$ cat src/design/pss_pkg.sv
// Package for the per-second sampling statistics block.
// Types, codes and helper functions; used by the top level, the divider and the checker.
package pss_pkg;

  localparam int unsigned DEFAULT_SLOTS = 4096;
  localparam int unsigned DATA_W        = 32;
  localparam int unsigned IDX_W         = 12;
  localparam int unsigned CLOSED_W      = 13;
  localparam int unsigned CFG_IDX_W     = 2;

  // action codes
  localparam logic [1:0] ACT_PACKET  = 2'd0;
  localparam logic [1:0] ACT_SAMPLED = 2'd1;
  localparam logic [1:0] ACT_READ    = 2'd2;

  // configuration register indexes
  localparam logic [CFG_IDX_W-1:0] CFG_WARN_THRESHOLD = 2'd0;
  localparam logic [CFG_IDX_W-1:0] CFG_START_SECOND   = 2'd1;

  typedef struct packed {
    logic [1:0]        action;
    logic [DATA_W-1:0] timestamp_sec;
    logic [DATA_W-1:0] samp_limit;
    logic [IDX_W-1:0]  read_index;
  } pss_in_t;

  typedef struct packed {
    logic                read_valid;
    logic [DATA_W-1:0]   read_timestamp;
    logic [DATA_W-1:0]   read_packets;
    logic [DATA_W-1:0]   read_sampled;
    logic [DATA_W-1:0]   read_average_limit;
    logic [DATA_W-1:0]   read_below_count;
    logic [CLOSED_W-1:0] slots_closed;
    logic                overflowed;
    logic                slot_closed_now;
  } pss_out_t;

  // one closed slot as stored in the table
  typedef struct packed {
    logic [DATA_W-1:0] stamp;
    logic [DATA_W-1:0] packets;
    logic [DATA_W-1:0] sampled;
    logic [DATA_W-1:0] average;
    logic [DATA_W-1:0] below;
  } pss_slot_t;

  function automatic logic [DATA_W-1:0] sat_inc(input logic [DATA_W-1:0] v);
    return (v == '1) ? v : v + DATA_W'(1);
  endfunction

endpackage

$ cat src/design/pss_div.sv
// Restoring divider for the slot average: 64-bit sum by 32-bit count,
// one quotient bit per cycle, saturating to all ones, zero for a zero count. Uses pss_pkg.
module pss_div (
  input  logic                        clk_i,
  input  logic                        rst_ni,
  input  logic                        start_i,
  input  logic [2*pss_pkg::DATA_W-1:0] dividend_i,
  input  logic [pss_pkg::DATA_W-1:0]  divisor_i,
  output logic                        done_o,
  output logic [pss_pkg::DATA_W-1:0]  quotient_o
);
  import pss_pkg::*;

  localparam int unsigned CntW = $clog2(DATA_W);

  logic              busy_q, busy_d;
  logic              done_q, done_d;
  logic [CntW-1:0]   cnt_q, cnt_d;
  logic [DATA_W-1:0] rem_q, rem_d;
  logic [DATA_W-1:0] quo_q, quo_d;
  logic [DATA_W-1:0] div_q, div_d;
  logic [DATA_W:0]   trial;
  logic [DATA_W:0]   diff;
  logic              ge;

  assign trial = {rem_q, quo_q[DATA_W-1]};
  assign diff  = trial - {1'b0, div_q};
  assign ge    = trial >= {1'b0, div_q};

  always_comb begin
    busy_d = busy_q;
    done_d = done_q;
    cnt_d  = cnt_q;
    rem_d  = rem_q;
    quo_d  = quo_q;
    div_d  = div_q;
    if (start_i) begin
      div_d = divisor_i;
      cnt_d = '0;
      if (divisor_i == '0) begin
        quo_d  = '0;
        busy_d = 1'b0;
        done_d = 1'b1;
      end else if (dividend_i[2*DATA_W-1:DATA_W] >= divisor_i) begin
        // quotient needs more than 32 bits
        quo_d  = '1;
        busy_d = 1'b0;
        done_d = 1'b1;
      end else begin
        rem_d  = dividend_i[2*DATA_W-1:DATA_W];
        quo_d  = dividend_i[DATA_W-1:0];
        busy_d = 1'b1;
        done_d = 1'b0;
      end
    end else if (busy_q) begin
      rem_d = ge ? diff[DATA_W-1:0] : trial[DATA_W-1:0];
      quo_d = {quo_q[DATA_W-2:0], ge};
      cnt_d = cnt_q + CntW'(1);
      if (cnt_q == CntW'(DATA_W - 1)) begin
        busy_d = 1'b0;
        done_d = 1'b1;
      end
    end
  end

  always_ff @(posedge clk_i or negedge rst_ni) begin
    if (!rst_ni) begin
      busy_q <= 1'b0;
      done_q <= 1'b0;
      cnt_q  <= '0;
    end else begin
      busy_q <= busy_d;
      done_q <= done_d;
      cnt_q  <= cnt_d;
    end
  end

  always_ff @(posedge clk_i) begin
    rem_q <= rem_d;
    quo_q <= quo_d;
    div_q <= div_d;
  end

  assign done_o     = done_q;
  assign quotient_o = quo_q;

endmodule

$ cat config.mk
export PLATFORM = sky130hd
export DESIGN_NAME = pss_div
export DESIGN_NICKNAME = d
export VERILOG_FILES = /design/src/design/pss_pkg.sv /design/src/design/pss_div.sv
export SDC_FILE = /design/constraint.sdc
export NUM_CORES = 1
export LEC_CHECK = 0
export ABC_AREA = 0
export BUFFER_PORTS_ARGS = -buffer_cell sky130_fd_sc_hd__buf_2
export CAP_MARGIN = 0
export CORE_ASPECT_RATIO = 1.75
export CORE_MARGIN = 2
export CORE_UTILIZATION = 55
export CTS_CLUSTER_SIZE = 10
export DETAILED_ROUTE_END_ITERATION = 10
export GPL_ROUTABILITY_DRIVEN = 1
export PLACE_DENSITY = 0.81
export SYNTH_ARGS = -nofsm -noshare
export SYNTH_HDL_FRONTEND = slang
export SYNTH_SLANG_ARGS = --single-unit
$ cat constraint.sdc
create_clock -name clk_i -period 3.85 [get_ports clk_i]
set_clock_uncertainty 0.1 [all_clocks]
set_input_delay 0.77 -clock clk_i [delete_from_list [all_inputs] [get_ports clk_i]]
set_output_delay 0.77 -clock clk_i [all_outputs]
set_load 0.01 [all_outputs]
==> impl_metrics.yaml <==
yosys:
  synth_top_area_share: 0.3799
  synthCells: 780
  synth_top_flop_cell: "edfxtp_1"
  synth_mux_area_frac: 0.002638
  syn-num-nets: 946
  synth-simple-area-share: 0.1238
  synth_top_family_by_area: "compound AO/OA/AOI/OAI gates"
  synth_compound_area_frac: 0.2686
  synth-edff-count: 96
  ys_types: 68
  synth_top_cell_by_area: "edfxtp_1"
  synthAdderAreaFrac: 0.1115
  synth_area_per_cell_um2: 9.729
  async_reset_ff_frac: 0.06796
  yosysSeqAreaShare: 0.4030
  yosys-top-cells-area: "edfxtp_1 (38%), ha_1 (11%), a2111oi_0 (3.8%)"
  syn_area_um2: 7589
  ys_warn_count: 0
  synth-seq-cells: 103
  synth-xor-area-share: 0.02770
clocking:
  clk_pin_slew_ps: 70
  cts_setup_buffers: 0
  insertion_delay_ps: 350
  cts_root_buffer: "clkbuf_16"
  holdBufCountCts: 0
  htree_levels: 3
  cts_buffers: 9
  clockBufferDepth: 2
  cts_sinks: 103
  cts_resized: 0
  cts_tree: "built"
sta:
  rsz0062_at_grt: "false"
  hold_viol: 0
  finalSetupTns_ps: 0
  maxSlewHeadroom: 0.4893
  worst_pin_slew_ps: 766.1
  period_minus_slack_ps: 3581
  maxSlewViolCount: 0
  min_period_over_period: 0.9301
  setup_violations: 0
  fmax_mhz: 279.2
route:
  first_pass_iters: 6
  ant_nets: 0
  num_vias: 6928
  routedWlPerCell_um: 19.94
  drt-vias-per-instance: 6.439
  first_iter_violations: 638
  wl_um: 21460
  drc_errors: 0
critical_path:
  r2r_end: "rem_q[7]"
  criticalPathCategory: "flip-flop to flip-flop"
  crit_fanout: 17
  r2r-start: "rem_q[2]"
  critPathArrivalTime_ps: 3660
  crit_required_ps: 3930
  reg2reg_depth: 10
  cp-start-kind: "flip-flop"
  end_kind: "flip-flop"
  reg2reg_slack_ps: 270
cells_and_area:
  final_core_util: 0.6541
  drive_gt1_frac: 0.2162
  final_net_count: 1063
  syn2layout_area_growth_pct: 15.96
  n_antenna_cell: 0
  nFillCells: 1072
floorplan:
  die_area_um2: 14790
  dieHeight_um: 159.4
  num_rows: 56
  core-area_um2: 13450
  ios: 132
  start_util: 0.5641
  die_w_um: 92.79
global_routing:
  grt_pass1_wl_um: 34160
  grt_antenna_before_repair: 0
  grt_pass1_vias: 6978
  grt.overflow.total: 0
  grtUsageMet3: 0.05253
  grtUsageMet1: 0.3348
  grt_usage: 0.2892
  grt-busiest-layer: "met2"
  grt_max_degree: 54
  use_met2: 0.5178
placed_design:
  routabilityCongestion: 0.8719
  port_buffers: 131
  dp_hpwl_um: 16440
outcome:
  status: "finished clean"
power_and_ir_drop:
  p_per_area_nw_per_um2: 472.8
  vdd_drop_max_uv: 262.7
  power.leakage_nw: 3.796
run:
  timing.max_cap.violations: 0
hold_path:
  hold_path_class: "input pin to asynchronous set/reset pin"
routing by layer:
layer,part of all wire,vias to the layer above
met5,0,-
met2,0.52,334
met3,0.068,56
met1,0.37,3288
met4,0.037,0
li1,-,3250
report_power, final:
group	total (mW)	switching (mW)	internal, mW
registers	1.54	0.0978	1.44
clock network	0.935	0.424	0.511
logic	1.69	1.00	0.689
total	4.16	1.52	2.64
critical path: stages (launching register included):
cell and delay, ps:
edfxtp_1 420, ha_1 400, a21o_1 210, a21oi_1 410
a2111oi_4 170, o2111ai_2 270, a21o_1 250, a211o_1 560
buf_4 290, nand3_1 110, a31oi_1 210
worst max path at each step:
stage | slack, ps | startpoint | end
2_1_floorplan | 80 | dividend_i[32] | rem_q[0]
3_3_place_gp | 370 | divisor_i[13] | rem_q[5]
3_5_place_dp | 270 | dividend_i[32] | quotient_o[0]
4_1_cts | 340 | rem_q[2] | rem_q[7]
5_1_grt | 120 | rem_q[0] | rem_q[23]
6_report | 270 | rem_q[2] | rem_q[7]
synthesized netlist by cell type (5+ instances only):
cell type,number
o21ai_0,40
nor3_1,10
ha_1,66
a21o_1,25
xnor2_1,18
nand4_1,19
and2_1,7
edfxtp_1,96
nand2_1,43
a41oi_1,5
and3_1,8
a2111oi_0,33
nor4_1,11
o21a_1,6
o211ai_1,6
nor2_1,50
xor2_1,6
o2bb2ai_1,31
dfrtp_1,7
clkbuf_1,44
nand3_1,23
o31ai_1,6
a21oi_1,34
o311ai_2,6
a211o_1,8
a211oi_1,8
or3_1,5
a31oi_1,18
inv_1,72
state kept, by name, summed over array words and instances, names as in the netlist:
signal / count
busy_q: 1
cnt_q: 5
div_q: 32
rem_q: 32
done_o: 1
quotient_o: 32
layout make-up:
class                           count  area [µm²]  share of cell area
Multi-Input combinational cell    554        4084              0.4641
Sequential cell                   103        3058              0.3475
Timing Repair Buffer              156       868.3             0.09868
Inverter                           73       274.0             0.03114
Clock buffer                       10       229.0             0.02602
Tap cell                          174       217.7             0.02474
Clock inverter                      6       68.82            0.007820
layout by cell type (no fill, tap or decap), types with 7 or more instances in the layout:
cell type | synthesis | routed
a2111oi_0 | 33 | 33
a211o_1 | 8 | 8
a211oi_1 | 8 | 7
a21o_1 | 25 | 25
a21oi_1 | 34 | 34
a31oi_1 | 18 | 18
and2_1 | 7 | 7
and3_1 | 8 | 8
buf_2 | 3 | 131
buf_4 | 1 | 23
clkbuf_16 | 0 | 9
dfrtp_1 | 7 | 7
edfxtp_1 | 96 | 96
ha_1 | 66 | 66
inv_1 | 72 | 72
nand2_1 | 43 | 43
nand3_1 | 23 | 23
nand4_1 | 19 | 19
nor2_1 | 50 | 50
nor3_1 | 10 | 10
nor4_1 | 11 | 10
o21ai_0 | 40 | 39
o2bb2ai_1 | 31 | 31
xnor2_1 | 18 | 18
per-stage QoR:
| step | instances | worst slack [ps] | cell area [µm²] | power, mW | hold slack [ps] |
|---|---|---|---|---|---|
| 6_report | 1076 | 269.0 | 8800 | 4.161 | 133.3 |
| 5_1_grt | 1076 | 117.0 | 8800 | 4.366 | 139.9 |
| 4_1_cts | 1076 | 339.9 | 8800 | 4.136 | 133.2 |
| 3_5_place_dp | 1060 | 274.7 | 8502 | 3.196 | 416.8 |
| 3_3_place_gp | 1060 | 371.7 | 8502 | 3.169 | 400.5 |
| 2_1_floorplan | 780 | 78.00 | 7592 | 2.690 | 374.4 |
kinds of logic (layout without fill, tap and decap cells):
kind of cell | after synthesis | count (layout)
buffers and inverters | 123 | 245
AND/OR/NAND/NOR | 193 | 193
AO/OA/AOI/OAI | 268 | 268
adder cells (fa/ha/maj) | 67 | 67
XOR/XNOR | 24 | 24
multiplexers | 2 | 2
flip-flops | 103 | 103
Note: power is estimated with default switching activity, not from simulation.
